`src/hw/rtl/htfd_pkg.sv`:
```
// ----------------------------------------------------------------------------
// htfd_pkg
// Shared types, constants and the crc-8 step for the sensor frame decoder.
// ----------------------------------------------------------------------------
package htfd_pkg;

    // frame geometry
    localparam int FRAME_LEN = 7;
    localparam int CRC_LEN   = 6;

    // crc-8, msb first, no final xor
    localparam logic [7:0] CRC_POLY = 8'h31;
    localparam logic [7:0] CRC_INIT = 8'hFF;

    // scaling: raw * scale >> 20
    localparam logic [13:0] HUM_SCALE  = 14'd10000;
    localparam logic [14:0] TEMP_SCALE = 15'd20000;
    localparam logic signed [15:0] TEMP_BIAS = 16'sd5000;

    // status bit positions
    localparam int BUSY_BIT  = 7;
    localparam int CALIB_BIT = 3;

    // queue between front and back
    localparam int QUEUE_DEPTH = 2;
    localparam int QUEUE_PTR_W = 1;
    localparam int QUEUE_CNT_W = 2;

    // configuration register indexes
    localparam logic CFG_HUM_OFFSET  = 1'b0;
    localparam logic CFG_TEMP_OFFSET = 1'b1;

    typedef logic [2:0] byte_pos_t;

    typedef enum logic [1:0] {
        ERR_OK   = 2'd0,
        ERR_CRC  = 2'd1,
        ERR_ZERO = 2'd2
    } err_t;

    // one completed frame, handed from front to back
    typedef struct packed {
        logic [7:0]  status;
        logic [19:0] hum_raw;
        logic [19:0] temp_raw;
        logic [7:0]  crc;
        err_t        err;
    } frame_rec_t;

    // one byte through the crc-8 register
    function automatic logic [7:0] crc8_step(input logic [7:0] crc, input logic [7:0] b);
        logic [7:0] c;
        c = crc ^ b;
        for (int i = 0; i < 8; i++) begin
            if (c[7])
                c = {c[6:0], 1'b0} ^ CRC_POLY;
            else
                c = {c[6:0], 1'b0};
        end
        return c;
    endfunction

endpackage

```
`src/hw/rtl/humidity_temp_frame_decoder.sv`:
```
// ----------------------------------------------------------------------------
// humidity_temp_frame_decoder
// Decodes seven-byte humidity/temperature sensor replies into scaled readings.
// ----------------------------------------------------------------------------
// Usage:
//   Input channel (in_valid/in_stall) takes one reply byte per request with
//   frame_start marking byte 0; a new start mark drops any partial frame.
//   Every seventh byte yields one result request on the output channel
//   (out_valid/out_stall) with raw fields, scaled readings, crc and error.
//   Config channel (cfg_valid/cfg_ready) writes the two signed offsets,
//   index 0 humidity, index 1 temperature; it is always ready.
// Throughput: one byte per cycle while in_stall is low, set by the crc-8
//   step in the front; the back retires one frame per cycle unless stalled.
// Path: the seventh byte's record is written to the queue, then registered
//   by the multiply stage and then by the offset stage, which drives out.
// Reset: clears the frame position, crc, queue and pipeline; offsets go to 0.
// Stall: a stalled result holds; the back fills behind it, then the
//   two-entry queue, and in_stall rises only when the queue is full.
// ----------------------------------------------------------------------------
module humidity_temp_frame_decoder (
    input  logic                clk,
    input  logic                rst_n,
    input  logic                in_valid,
    output logic                in_stall,
    input  logic [7:0]          rx_byte,
    input  logic                frame_start,
    input  logic                cfg_valid,
    output logic                cfg_ready,
    input  logic                cfg_index,
    input  logic [11:0]         cfg_data,
    output logic                out_valid,
    input  logic                out_stall,
    output logic [7:0]          status_byte,
    output logic                busy_flag,
    output logic                calibrated_flag,
    output logic [19:0]         humidity_raw,
    output logic [19:0]         temperature_raw,
    output logic signed [14:0]  humidity_centi,
    output logic signed [15:0]  temperature_centi,
    output logic [7:0]          computed_crc,
    output logic [1:0]          error_code
);

    logic                 q_full;
    logic                 q_empty;
    logic                 q_push;
    logic                 q_pop;
    htfd_pkg::frame_rec_t push_rec;
    htfd_pkg::frame_rec_t pop_rec;

    logic [11:0]          hum_offset_reg;
    logic [11:0]          temp_offset_reg;

    // offset registers
    assign cfg_ready = 1'b1;

    always_ff @(posedge clk or negedge rst_n)
    begin
        if (!rst_n) begin
            hum_offset_reg  <= '0;
            temp_offset_reg <= '0;
        end else if (cfg_valid && cfg_ready) begin
            unique case (cfg_index)
                htfd_pkg::CFG_HUM_OFFSET:  hum_offset_reg  <= cfg_data;
                htfd_pkg::CFG_TEMP_OFFSET: temp_offset_reg <= cfg_data;
                default: ;
            endcase
        end
    end

    // byte intake and frame checks
    htfd_front u_front (
        .clk         (clk),
        .rst_n       (rst_n),
        .in_valid    (in_valid),
        .in_stall    (in_stall),
        .rx_byte     (rx_byte),
        .frame_start (frame_start),
        .q_full      (q_full),
        .q_push      (q_push),
        .q_rec       (push_rec)
    );

    // frame record queue
    htfd_queue u_queue (
        .clk      (clk),
        .rst_n    (rst_n),
        .push     (q_push),
        .push_rec (push_rec),
        .full     (q_full),
        .pop      (q_pop),
        .empty    (q_empty),
        .pop_rec  (pop_rec)
    );

    // scaling and result output
    htfd_back u_back (
        .clk               (clk),
        .rst_n             (rst_n),
        .q_empty           (q_empty),
        .q_pop             (q_pop),
        .q_rec             (pop_rec),
        .hum_offset        (hum_offset_reg),
        .temp_offset       (temp_offset_reg),
        .out_valid         (out_valid),
        .out_stall         (out_stall),
        .status_byte       (status_byte),
        .busy_flag         (busy_flag),
        .calibrated_flag   (calibrated_flag),
        .humidity_raw      (humidity_raw),
        .temperature_raw   (temperature_raw),
        .humidity_centi    (humidity_centi),
        .temperature_centi (temperature_centi),
        .computed_crc      (computed_crc),
        .error_code        (error_code)
    );

endmodule

```
`src/hw/rtl/htfd_front.sv`:
```
// ----------------------------------------------------------------------------
// htfd_front
// Takes frame bytes, runs crc and zero tracking, builds a frame record.
// ----------------------------------------------------------------------------
module htfd_front (
    input  logic                  clk,
    input  logic                  rst_n,
    input  logic                  in_valid,
    output logic                  in_stall,
    input  logic [7:0]            rx_byte,
    input  logic                  frame_start,
    input  logic                  q_full,
    output logic                  q_push,
    output htfd_pkg::frame_rec_t  q_rec
);

    htfd_pkg::byte_pos_t pos_reg, pos_next;
    logic [7:0]          crc_reg, crc_next;
    logic                zero_reg, zero_next;
    logic [7:0]          bytes_reg [htfd_pkg::CRC_LEN];

    htfd_pkg::byte_pos_t pos_eff;
    logic [7:0]          crc_eff;
    logic                zero_eff;
    logic                zero_new;
    logic                accept;
    logic                last_byte;

    // a start mark restarts the frame with this byte
    assign pos_eff  = frame_start ? '0 : pos_reg;
    assign crc_eff  = frame_start ? htfd_pkg::CRC_INIT : crc_reg;
    assign zero_eff = frame_start ? 1'b1 : zero_reg;
    assign zero_new = zero_eff & (rx_byte == 8'd0);

    assign in_stall  = q_full;
    assign accept    = in_valid & ~in_stall;
    assign last_byte = (pos_eff == htfd_pkg::byte_pos_t'(htfd_pkg::CRC_LEN));
    assign q_push    = accept & last_byte;

    // frame record from the stored bytes and the checksum byte
    always_comb
    begin
        q_rec.status   = bytes_reg[0];
        q_rec.hum_raw  = {bytes_reg[1], bytes_reg[2], bytes_reg[3][7:4]};
        q_rec.temp_raw = {bytes_reg[3][3:0], bytes_reg[4], bytes_reg[5]};
        q_rec.crc      = crc_eff;
        priority if (zero_new)
            q_rec.err = htfd_pkg::ERR_ZERO;
        else if (crc_eff != rx_byte)
            q_rec.err = htfd_pkg::ERR_CRC;
        else
            q_rec.err = htfd_pkg::ERR_OK;
    end

    // next frame tracking state
    always_comb
    begin
        pos_next  = pos_reg;
        crc_next  = crc_reg;
        zero_next = zero_reg;
        if (accept) begin
            if (last_byte) begin
                pos_next  = '0;
                crc_next  = htfd_pkg::CRC_INIT;
                zero_next = 1'b1;
            end else begin
                pos_next  = pos_eff + 3'd1;
                crc_next  = htfd_pkg::crc8_step(crc_eff, rx_byte);
                zero_next = zero_new;
            end
        end
    end

    // tracking registers
    always_ff @(posedge clk or negedge rst_n)
    begin
        if (!rst_n) begin
            pos_reg  <= '0;
            crc_reg  <= htfd_pkg::CRC_INIT;
            zero_reg <= 1'b1;
        end else begin
            pos_reg  <= pos_next;
            crc_reg  <= crc_next;
            zero_reg <= zero_next;
        end
    end

    // frame byte store
    always_ff @(posedge clk)
    begin
        for (int i = 0; i < htfd_pkg::CRC_LEN; i++) begin
            if (accept && pos_eff == htfd_pkg::byte_pos_t'(i))
                bytes_reg[i] <= rx_byte;
        end
    end

endmodule

```
`src/hw/rtl/htfd_queue.sv`:
```
// ----------------------------------------------------------------------------
// htfd_queue
// Short fifo of frame records between the front and the back.
// ----------------------------------------------------------------------------
module htfd_queue (
    input  logic                  clk,
    input  logic                  rst_n,
    input  logic                  push,
    input  htfd_pkg::frame_rec_t  push_rec,
    output logic                  full,
    input  logic                  pop,
    output logic                  empty,
    output htfd_pkg::frame_rec_t  pop_rec
);

    htfd_pkg::frame_rec_t            mem_reg [htfd_pkg::QUEUE_DEPTH];
    logic [htfd_pkg::QUEUE_PTR_W-1:0] wr_ptr_reg, wr_ptr_next;
    logic [htfd_pkg::QUEUE_PTR_W-1:0] rd_ptr_reg, rd_ptr_next;
    logic [htfd_pkg::QUEUE_CNT_W-1:0] count_reg, count_next;
    logic                             do_push;
    logic                             do_pop;

    assign full    = (count_reg == htfd_pkg::QUEUE_CNT_W'(htfd_pkg::QUEUE_DEPTH));
    assign empty   = (count_reg == '0);
    assign do_push = push & ~full;
    assign do_pop  = pop & ~empty;
    assign pop_rec = mem_reg[rd_ptr_reg];

    // pointer and count update
    always_comb
    begin
        wr_ptr_next = wr_ptr_reg;
        rd_ptr_next = rd_ptr_reg;
        count_next  = count_reg;
        if (do_push) begin
            if (wr_ptr_reg == htfd_pkg::QUEUE_PTR_W'(htfd_pkg::QUEUE_DEPTH - 1))
                wr_ptr_next = '0;
            else
                wr_ptr_next = wr_ptr_reg + 1'b1;
        end
        if (do_pop) begin
            if (rd_ptr_reg == htfd_pkg::QUEUE_PTR_W'(htfd_pkg::QUEUE_DEPTH - 1))
                rd_ptr_next = '0;
            else
                rd_ptr_next = rd_ptr_reg + 1'b1;
        end
        if (do_push && !do_pop)
            count_next = count_reg + 1'b1;
        else if (do_pop && !do_push)
            count_next = count_reg - 1'b1;
    end

    // control registers
    always_ff @(posedge clk or negedge rst_n)
    begin
        if (!rst_n) begin
            wr_ptr_reg <= '0;
            rd_ptr_reg <= '0;
            count_reg  <= '0;
        end else begin
            wr_ptr_reg <= wr_ptr_next;
            rd_ptr_reg <= rd_ptr_next;
            count_reg  <= count_next;
        end
    end

    // record storage
    always_ff @(posedge clk)
    begin
        if (do_push)
            mem_reg[wr_ptr_reg] <= push_rec;
    end

endmodule

```
`src/hw/rtl/htfd_back.sv`:
```
// ----------------------------------------------------------------------------
// htfd_back
// Scales raw readings, adds offsets, subtracts the temperature bias and holds the result for the receiver.
// ----------------------------------------------------------------------------
module htfd_back (
    input  logic                  clk,
    input  logic                  rst_n,
    input  logic                  q_empty,
    output logic                  q_pop,
    input  htfd_pkg::frame_rec_t  q_rec,
    input  logic [11:0]           hum_offset,
    input  logic [11:0]           temp_offset,
    output logic                  out_valid,
    input  logic                  out_stall,
    output logic [7:0]            status_byte,
    output logic                  busy_flag,
    output logic                  calibrated_flag,
    output logic [19:0]           humidity_raw,
    output logic [19:0]           temperature_raw,
    output logic signed [14:0]    humidity_centi,
    output logic signed [15:0]    temperature_centi,
    output logic [7:0]            computed_crc,
    output logic [1:0]            error_code
);

    logic                 s1_valid_reg, s1_valid_next;
    logic                 s2_valid_reg, s2_valid_next;
    logic                 s1_en;
    logic                 s2_en;

    htfd_pkg::frame_rec_t s1_rec_reg;
    logic [13:0]          s1_hum_reg;
    logic [14:0]          s1_temp_reg;

    logic [33:0]          hum_prod;
    logic [34:0]          temp_prod;
    logic signed [14:0]   hum_sum;
    logic signed [15:0]   temp_sum;

    htfd_pkg::frame_rec_t s2_rec_reg;
    logic signed [14:0]   s2_hum_reg;
    logic signed [15:0]   s2_temp_reg;

    // stage enables, the output stage frees when the receiver takes it
    assign s2_en = ~s2_valid_reg | ~out_stall;
    assign s1_en = ~s1_valid_reg | s2_en;
    assign q_pop = s1_en & ~q_empty;

    // stage one: constant multiplies
    assign hum_prod  = 34'(q_rec.hum_raw) * 34'(htfd_pkg::HUM_SCALE);
    assign temp_prod = 35'(q_rec.temp_raw) * 35'(htfd_pkg::TEMP_SCALE);

    // stage two: offsets and bias
    assign hum_sum  = signed'({1'b0, s1_hum_reg}) + signed'({{3{hum_offset[11]}}, hum_offset});
    assign temp_sum = signed'({1'b0, s1_temp_reg}) - htfd_pkg::TEMP_BIAS
                    + signed'({{4{temp_offset[11]}}, temp_offset});

    // valid flags
    always_comb
    begin
        s1_valid_next = s1_valid_reg;
        s2_valid_next = s2_valid_reg;
        if (s1_en)
            s1_valid_next = ~q_empty;
        if (s2_en)
            s2_valid_next = s1_valid_reg;
    end

    always_ff @(posedge clk or negedge rst_n)
    begin
        if (!rst_n) begin
            s1_valid_reg <= 1'b0;
            s2_valid_reg <= 1'b0;
        end else begin
            s1_valid_reg <= s1_valid_next;
            s2_valid_reg <= s2_valid_next;
        end
    end

    // payload stages
    always_ff @(posedge clk)
    begin
        if (s1_en) begin
            s1_rec_reg  <= q_rec;
            s1_hum_reg  <= hum_prod[33:20];
            s1_temp_reg <= temp_prod[34:20];
        end
        if (s2_en) begin
            s2_rec_reg  <= s1_rec_reg;
            s2_hum_reg  <= hum_sum;
            s2_temp_reg <= temp_sum;
        end
    end

    // result ports
    assign out_valid         = s2_valid_reg;
    assign status_byte       = s2_rec_reg.status;
    assign busy_flag         = s2_rec_reg.status[htfd_pkg::BUSY_BIT];
    assign calibrated_flag   = s2_rec_reg.status[htfd_pkg::CALIB_BIT];
    assign humidity_raw      = s2_rec_reg.hum_raw;
    assign temperature_raw   = s2_rec_reg.temp_raw;
    assign humidity_centi    = s2_hum_reg;
    assign temperature_centi = s2_temp_reg;
    assign computed_crc      = s2_rec_reg.crc;
    assign error_code        = s2_rec_reg.err;

endmodule
```
`config.mk`:
```
export PLATFORM = sky130hd
export DESIGN_NAME = humidity_temp_frame_decoder
export DESIGN_NICKNAME = d
export VERILOG_FILES = /design/src/hw/rtl/htfd_pkg.sv /design/src/hw/rtl/humidity_temp_frame_decoder.sv /design/src/hw/rtl/htfd_front.sv /design/src/hw/rtl/htfd_queue.sv /design/src/hw/rtl/htfd_back.sv
export SDC_FILE = /design/constraint.sdc
export NUM_CORES = 1
export LEC_CHECK = 0
export ABC_AREA = 1
export BUFFER_PORTS_ARGS = -buffer_cell sky130_fd_sc_hd__buf_2
export CAP_MARGIN = 20
export CORE_ASPECT_RATIO = 0.5
export CORE_MARGIN = 2
export CORE_UTILIZATION = 25
export CTS_CLUSTER_SIZE = 20
export DETAILED_ROUTE_END_ITERATION = 10
export MAX_ROUTING_LAYER = met4
export PLACE_DENSITY = 0.44
export SYNTH_ARGS = -nofsm -noshare
export SYNTH_HDL_FRONTEND = slang
export SYNTH_SLANG_ARGS = --single-unit
```
`constraint.sdc`:
```
create_clock -name clk -period 5.7 [get_ports clk]
set_clock_uncertainty 0.15 [all_clocks]
set_input_delay 0.855 -clock clk [delete_from_list [all_inputs] [get_ports clk]]
set_output_delay 0.855 -clock clk [all_outputs]
set_load 0.03 [all_outputs]
```
==> run metrics, run 1 <==
outcome completed; CTS tree done; Slew Viols, Final 0; Post-Place Cell Area roughly 24000 sq um; P&R area growth vs syn 17.3%; Post-Synth Simple-Gate Area 0.113; initial DRC count between 500 and 600; max reg flops ~120; # IOs around 120; final wirelength a little over 50000 um; chip width 417 um; post-synth top area share 0.478; post-synthesis average cell area around 11 sq um; fmax roughly 0.19 GHz; final worst path period share 0.941; Post-Synthesis Cells 1900; top_reg_cell synth edfxtp_1; Distinct cells, synth 42; Final GP Congestion around 0.85; area leader, netlist edfxtp_1; crit path capture type flop; top-count cell post-synth inv_1; vias in the first global route roughly 13000; Vias between 10000 and 15000; Max Buffers Root-to-Sink 3; compound-gate portion of the synthesized area 0.0572; Async SR Flop Fraction 0.110; clk_lat worst skew 0.58 ns; Post-synth EDFFs 340; multiplexer share of the synthesized area 0; drt via density approximately 4.0; first-pass GRT wire length 77500 um; Final HPWL DP slightly below 40000 um; design area 25100 sq um; drc violations 0; WS Path Type flop to flop; top cells by count, synth inv_1 (348), edfxtp_1 (340), nand2_1 (323); setup_tns 0 ns; Critical Path Fanout Max 37; Worst Path Required between 5 and 6 ns; Total GRT Usage 0.118; number of max-cap violations 0; initial antenna violation count 3; nature of the critical path startpoint flop; largest family of logic cells by synthesized area adder cells; HP Class input port to asynchronous set/reset pin; Initial Util 0.254; Post-Syn Area around 21000 sq um; IO Port Bufs ~120; nets roughly 2400; site row count 75; core area 84300 sq um; Post-Syn Nets ~2200; fraction of layout cells with a size suffix above 1 0.146; RSZ-0062 raised after global routing no; pin count of the biggest net entering global routing 52; GRT overflow 0; final setup fails 0; H-tree depth reported by CTS 2; Synth Register Bits 382; clock tree sinks roughly 380; Final Critical Period 5.36 ns; CTS clk-pin slew, worst paths ~0.060 ns; drt first pass iters 5; largest cells by area after synthesis edfxtp_1 (48%), ha_1 (12%), fa_1 (8.6%); Worst Max-Slew Pin Slew ~1.1 ns; die area roughly 88000 sq um; Routed WL per cell about 16 um; Routed Antenna Nets 0; sequential element share of the synthesized area 0.527; relative slew slack 0.291; CP Data Arrival Time approximately 5.5 ns; Adder-Cell Fraction of Synth Area 0.207; TritonCTS buffer count just over 40; Die H around 210 um; XOR/XNOR Fraction of Synth Area 0.0277; Hold Vio Cnt, Final 0; Clock Tree Root clkbuf_16; Yosys Warn Count 0
worst max-delay path, stage by stage, from the launching register on:
cell and delay [ns]:
dfrtp_1 0.41, inv_1 0.09, buf_12 0.18, or2_2 0.27, o21ai_0 0.09, buf_4 0.21, inv_1 0.14, fa_1 0.45
ha_1 0.32, fa_1 0.48, ha_1 0.29, inv_1 0.05, fa_1 0.49, inv_1 0.04, ha_1 0.31, a21oi_1 0.25
o21ai_0 0.17, a21oi_1 0.24, nor2_1 0.07, nor3_1 0.20, nand2_1 0.08, nand2_1 0.06, nand2_1 0.05
final timing paths:
| check | slack [ns] | to | depth (start not counted) | startpoint |
|---|---|---|---|---|
| min in group clk | 0.26 | u_back.temperature_raw[6] | 0 | u_back.s1_rec_reg[16] |
| hold / removal | 0.22 | u_front.pos_reg[1] | 2 | rst_n |
| setup reg to reg | 0.34 | u_back.s1_hum_reg[13] | 22 | u_queue.rd_ptr_reg |
| setup / recovery | 0.34 | u_back.s1_hum_reg[13] | 22 | u_queue.rd_ptr_reg |
| max in group asynchronous | 4.69 | temp_offset_reg[7] | 2 | rst_n |
| hold reg to reg | 0.26 | u_back.temperature_raw[6] | 0 | u_back.s1_rec_reg[16] |
cells by family (layout without fill, tap and decap cells):
group	Yosys count	after routing
AO/OA/AOI/OAI	225	225
XOR/XNOR	59	59
adder cells (fa/ha/maj)	299	299
buffers and inverters	373	598
flip-flops	382	382
other	1	2
AND/OR/NAND/NOR	561	561
through the flow:
step                      setup slack (ns)  hold slack (ns)   util  instances
final                                0.336            0.219  0.297       3242
after global routing               0.00700            0.255  0.297       3242
after CTS                            0.225            0.221  0.297       3241
after detailed placement             0.254            0.255  0.282       3165
after global placement               0.301            0.251  0.281       3163
after floorplan                      0.562            0.250      -       1900
layout make-up:
type | instances | area [sq um]
Timing Repair Buffer | 172 | 1040
Fill cell | 8744 | 59200
Multi-Input combinational cell | 1145 | 8710
Sequential cell | 382 | 11300
Clock buffer | 57 | 1130
Clock inverter | 19 | 203
Tap cell | 1116 | 1400
Inverter | 350 | 1310
Antenna cell | 1 | 2.50
cells in the final DEF, fill, tap and decap left out, types with 5 or more instances in the layout:
cell and count:
a21oi_1 82, nor2_4 7, clkinv_1 5, edfxtp_1 340, nand2_1 322, clkbuf_1 13, o21ai_1 8, fa_1 92
nand2_2 6, o21bai_1 8, clkinv_2 5, buf_4 48, nand4_1 7, nor3_1 26, clkbuf_16 42, ha_1 207
or2_2 38, dfrtp_1 33, xor2_1 37, nor4_1 8, inv_1 347, xnor2_1 12, dfstp_2 9, o21ai_0 95
xor2_2 6, o21a_1 6, nand3_1 49, buf_2 120, a21o_1 11, nor2_1 88
layer usage:
layer	vias up	track usage	share of wire	wire length, um
met4	0	0.0237	0.013	663
met3	47	0.0173	0.029	1440
met2	103	0.186	0.46	23300
li1	6682	-	-	-
met5	-	-	0	0
met1	6287	0.161	0.50	25100
what timing repair did:
action	4_1_cts	5_1_grt
hold buffers	0	0
buffers inserted	0	0
setup endpoints to repair	0	3
gates resized for setup	0	5
Power of run 1 is not shown: default switching activity piles up to over one toggle a cycle in this logic, so the estimate is an artifact.
==> run 2, diff against run 1 <==
--- a/config.mk
+++ b/config.mk
@@ -14,7 +14,7 @@
 export CTS_CLUSTER_SIZE = 20
 export DETAILED_ROUTE_END_ITERATION = 10
 export MAX_ROUTING_LAYER = met4
-export PLACE_DENSITY = 0.44
+export PLACE_DENSITY_LB_ADDON = 0.2
 export SYNTH_ARGS = -nofsm -noshare
 export SYNTH_HDL_FRONTEND = slang
 export SYNTH_SLANG_ARGS = --single-unit
==> run 2 against run 1 <==
Worst hold slack gained 0.037 ns. First-iteration DRC count grew 15%. Flip-flop and latch count is the same. Critical path type unchanged. Highest routed layer unchanged. Cell count grew 0.93%.
==> run metrics, run 2 (synthesis gave the netlist of run 1 again) <==
nets roughly 2500; CP Data Arrival Time about 5.6 ns; nature of the critical path startpoint flop; final worst path period share 0.950; final setup fails 0; Final GP Congestion between 0.8 and 0.9; drt first pass iters 5; Die H between 200 and 250 um; commonest non-fill, non-tap cell in the layout inv_1; IO Port Bufs 119; RR Startpoint u_queue.rd_ptr_reg; pin count of the biggest net entering global routing 59; critical path's slowest cell fa_1; Total GRT Usage 0.122; Final Critical Period around 5.4 ns; initial DRC count 685; Worst Path Required a little under 6 ns; clock tree sinks between 300 and 400; drc violations 0; TritonCTS buffer count 41; initial antenna violation count 2; final wirelength 51800 um; core area 84300 sq um; commonest non-fill, non-tap cells in the layout inv_1 (346), edfxtp_1 (340), nand2_1 (322); P&R area growth vs syn 18.8%; # IOs about 120; r2r endpoint u_back.s1_temp_reg[14]; Routed Antenna Nets 0; RSZ-0062 raised after global routing no; number of max-cap violations 0; hold-fix buffers at CTS 0; Critical Path Fanout Max 6; max reg flops around 120; GRT overflow 0; vias in the first global route 13700; Worst Max-Slew Pin Slew 1.05 ns; critical path, cell by cell clkinvlp_4, buf_12, buf_4, or2_2, o21ai_1, inv_1, fa_1, ha_1, fa_1, ha_1, inv_1, fa_1, inv_1, ha_1, a21oi_1, o21ai_0, a21oi_1, nor2_1, nor2_1, nand2_1, nand2_1, nand2_1; chip width roughly 420 um; Hold Vio Cnt, Final 0; WS Path Type flop to flop; fmax about 0.18 GHz; Clock Tree Root clkbuf_16; Vias approximately 13000; fraction of layout cells with a size suffix above 1 0.164; outcome completed; Max Buffers Root-to-Sink 3; r2r setup slk 0.28 ns; Slew Viols, Final 0; CP max stage delay 0.49 ns; Final HPWL DP 39000 um; drt via density approximately 4.1; clk_lat worst skew roughly 0.59 ns; relative slew slack 0.298; CTS tree done; CP startpoint u_queue.rd_ptr_reg; first-pass GRT wire length ~80000 um; die area ~88000 sq um; CTS clk-pin slew, worst paths around 0.06 ns; Initial Util 0.254; site row count 75; Routed WL per cell about 16 um; worst reg2reg path depth 22; H-tree depth reported by CTS 2; crit path capture type flop; HP Class input port to asynchronous set/reset pin; Hold Worst Slack approximately 0.26 ns; CP Capture Point u_back.s1_temp_reg[14]
==> run 2: worst max-delay path, delay by kind of cell (launching register included) <==
kind,cells,cell delay [ns]
DFF,1,0.48
adders and majority gates,6,2.42
and+or+nand+nor,6,0.61
AOI/OAI and AO/OA,4,0.86
buffers and inverters,6,0.67
==> run 2: metrics by stage <==
stage,util,cell area (sq um),TNS [ns],setup slack (ns),std cells
after floorplan,-,21400,0,0.562,1900
after global placement,0.283,23900,-0.200,-0.0835,3187
after detailed placement,0.283,23900,-0.392,-0.137,3188
after CTS,0.300,25300,0,0.0919,3266
after global routing,0.301,25400,0,0.00484,3272
final,0.301,25400,0,0.283,3272
==> run 2: worst min-delay path by stage <==
stage / startpoint / end / cells after the start
floorplan: u_back.s1_rec_reg[2] / u_back.computed_crc[0] / 0
global placement: u_back.s1_rec_reg[21] / u_back.temperature_raw[11] / 0
detailed placement: u_back.s1_rec_reg[37] / u_back.humidity_raw[7] / 0
CTS: rst_n / u_front.pos_reg[1] / 2
global route: u_front.bytes_reg[2][4] / u_queue.mem_reg[1][38] / 0
finish: rst_n / u_front.pos_reg[1] / 2
==> run 2: metal layers <==
layer  vias to the layer above  global-route usage  share of wire
li1                       6746                   -              -
met1                      6374               0.163           0.48
met2                       152               0.194           0.47
met3                        58              0.0180          0.031
met4                         0              0.0289          0.019
met5                         -                   -              0
==> run 2: final cells by class <==
type	instances	area (sq um)
diodes	1	2.50
clock buffers	46	1040
clock inverters	28	353
fillers	8704	58900
inverters	350	1320
multi-input cells	1145	8730
flip-flops and latches	382	11300
well taps	1116	1400
repair buffers	203	1260
repair inverters	1	7.51
==> run 2: what timing repair did <==
action	in CTS	in global routing
gates resized for setup	4	14
setup buffers	3	5
cloned	1	0
setup endpoints to repair	4	17
endpoints found under the hold margin	0	0
pin swaps	0	0
Power of run 2 is left out for the same reason.
==> run 3, diff against run 2 <==
--- a/config.mk
+++ b/config.mk
@@ -10,7 +10,7 @@
 export CAP_MARGIN = 20
 export CORE_ASPECT_RATIO = 0.5
 export CORE_MARGIN = 2
-export CORE_UTILIZATION = 25
+export CORE_UTILIZATION = 60
 export CTS_CLUSTER_SIZE = 20
 export DETAILED_ROUTE_END_ITERATION = 10
 export MAX_ROUTING_LAYER = met4
==> run 3 against run 2 <==
Non-clock buffer count is 43 lower. Routed wire length is 15% lower. Worst hold slack worse by 0.011 ns. Setup slack worse by 0.0031 ns. Critical path depth is 1 lower. Register-to-register slack hardly changed. Design area is 5.2% lower. Largest cell class unchanged.
==> run metrics, run 3 (synthesis gave the netlist of run 1 again) <==
Vias 13300; WS Path Type flop to flop; CTS clk-pin slew, worst paths 0.08 ns; RSZ-0062 raised after global routing no; nets between 2000 and 2500; Total GRT Usage 0.250; fraction of layout cells with a size suffix above 1 0.145; site row count 48; crit path capture type flop; post-CTS sizing 0; clock tree sinks roughly 380; r2r setup slk around 0.28 ns; drt first pass iters 5; Worst Max-Slew Pin Slew 1.04 ns; pin count of the biggest net entering global routing 65; commonest non-fill, non-tap cells in the layout inv_1 (346), edfxtp_1 (340), nand2_1 (322); core area 34800 sq um; Routed Antenna Nets 0; critical path's top delay family adder cells; drc violations 0; Ant. Diodes 0; IO Port Bufs around 120; H-tree depth reported by CTS 2; multi-input logic area 8720 sq um; Critical Path Fanout Max 17; CP max stage delay roughly 0.52 ns; Routed WL per cell about 17 um; fmax ~0.18 GHz; outcome completed; critical path, cell by cell inv_1, buf_4, or2_2, o21ai_1, inv_1, fa_1, ha_1, inv_1, fa_1, inv_1, ha_1, ha_1, ha_1, a21oi_1, o21ai_0, a21oi_1, o21ai_0, nor2_1, nand2_1, nand2_1, nand2_1; # fillers between 2000 and 3000; initial antenna violation count 2; GRT overflow 0; # IOs ~120; chip width 271 um; Initial Util 0.615; commonest non-fill, non-tap cell in the layout inv_1; clk_lat worst skew between 0.5 and 0.6 ns; hold-fix buffers at CTS 0; first-pass GRT wire length between 60000 and 70000 um; Final HPWL DP about 32000 um; Final Critical Period between 5 and 6 ns; CP bufs+invs 5; storage element area approximately 11000 sq um; critical path's slowest cell fa_1; Worst Path Required approximately 5.9 ns; number of max-cap violations 0; vias in the first global route about 13000; drt via density ~5.2; P&R area growth vs syn 12.6%; CP Data Arrival Time around 5.6 ns; post-CTS setup buffer count 0; initial DRC count approximately 1100; final worst path period share 0.951; die area ~37000 sq um; Final GP Congestion between 0.9 and 1; Max Buffers Root-to-Sink 3; CTS tree done; nature of the critical path startpoint flop; max reg flops between 100 and 150; CP startpoint u_queue.rd_ptr_reg; TritonCTS buffer count 36; final wirelength about 44000 um; Die H around 140 um; setup_tns 0 ns; final setup fails 0; Clock Tree Root clkbuf_16; relative slew slack 0.302; HP Class input port to asynchronous set/reset pin; Hold Vio Cnt, Final 0; Slew Viols, Final 0; RR Startpoint u_queue.rd_ptr_reg
==> run 3: changes by cell type in the layout (fill, tap and decap cells not counted), sizes merged <==
cell / previous run / this run
buf: 203 / 160
bufinv: 5 / 2
clkbuf: 46 / 42
clkinv: 14 / 13
clkinvlp: 5 / 2
diode: 1 / 0
inv: 355 / 357
==> run 3: area by class of cell <==
| cell class | count | area share |
|---|---|---|
| clock buffer | 42 | 0.0418 |
| inverter | 350 | 0.0546 |
| timing repair buffer | 160 | 0.0385 |
| tap | 475 | 0.0247 |
| clock inverter | 24 | 0.00982 |
| multi-input combinational | 1145 | 0.362 |
| sequential | 382 | 0.468 |
==> run 3: layer usage <==
metal	vias up	wire [um]	track usage
met2	346	18900	0.374
met3	51	2610	0.0423
li1	6642	-	-
met1	6309	21700	0.365
met5	-	0	-
met4	0	525	0.0463
==> run 3: through the flow <==
step	utilization	hold WS, ns	worst slack (ns)	std cells	area [sq um]
final	0.692	0.245	0.280	2578	24100
after global routing	0.692	0.274	0.00671	2578	24100
after CTS	0.692	0.246	0.164	2577	24100
after detailed placement	0.656	0.255	0.185	2511	22800
after global placement	0.656	0.251	0.237	2511	22800
after floorplan	-	0.250	0.562	1900	21400
==> run 3: path summary, 6_finish.rpt <==
check	to	cells after the start
max in group asynchronous	hum_offset_reg[6]	2
min in group clk	u_back.humidity_raw[2]	0
max reg2reg	u_back.s1_hum_reg[12]	21
min	u_front.pos_reg[2]	2
max	u_back.s1_hum_reg[12]	21
min reg2reg	u_back.humidity_raw[2]	0
==> run 3: worst reg2reg max path, cell delays in order (launching register included) <==
cell	delay (ns)
dfrtp_1	0.42
inv_1	0.11
buf_4	0.21
or2_2	0.28
o21ai_1	0.31
inv_1	0.28
fa_1	0.48
ha_1	0.29
inv_1	0.05
fa_1	0.52
inv_1	0.04
ha_1	0.28
ha_1	0.31
ha_1	0.37
a21oi_1	0.31
o21ai_0	0.19
a21oi_1	0.16
o21ai_0	0.09
nor2_1	0.14
nand2_1	0.07
nand2_1	0.05
nand2_1	0.05
Power of run 3 is left out for the same reason.
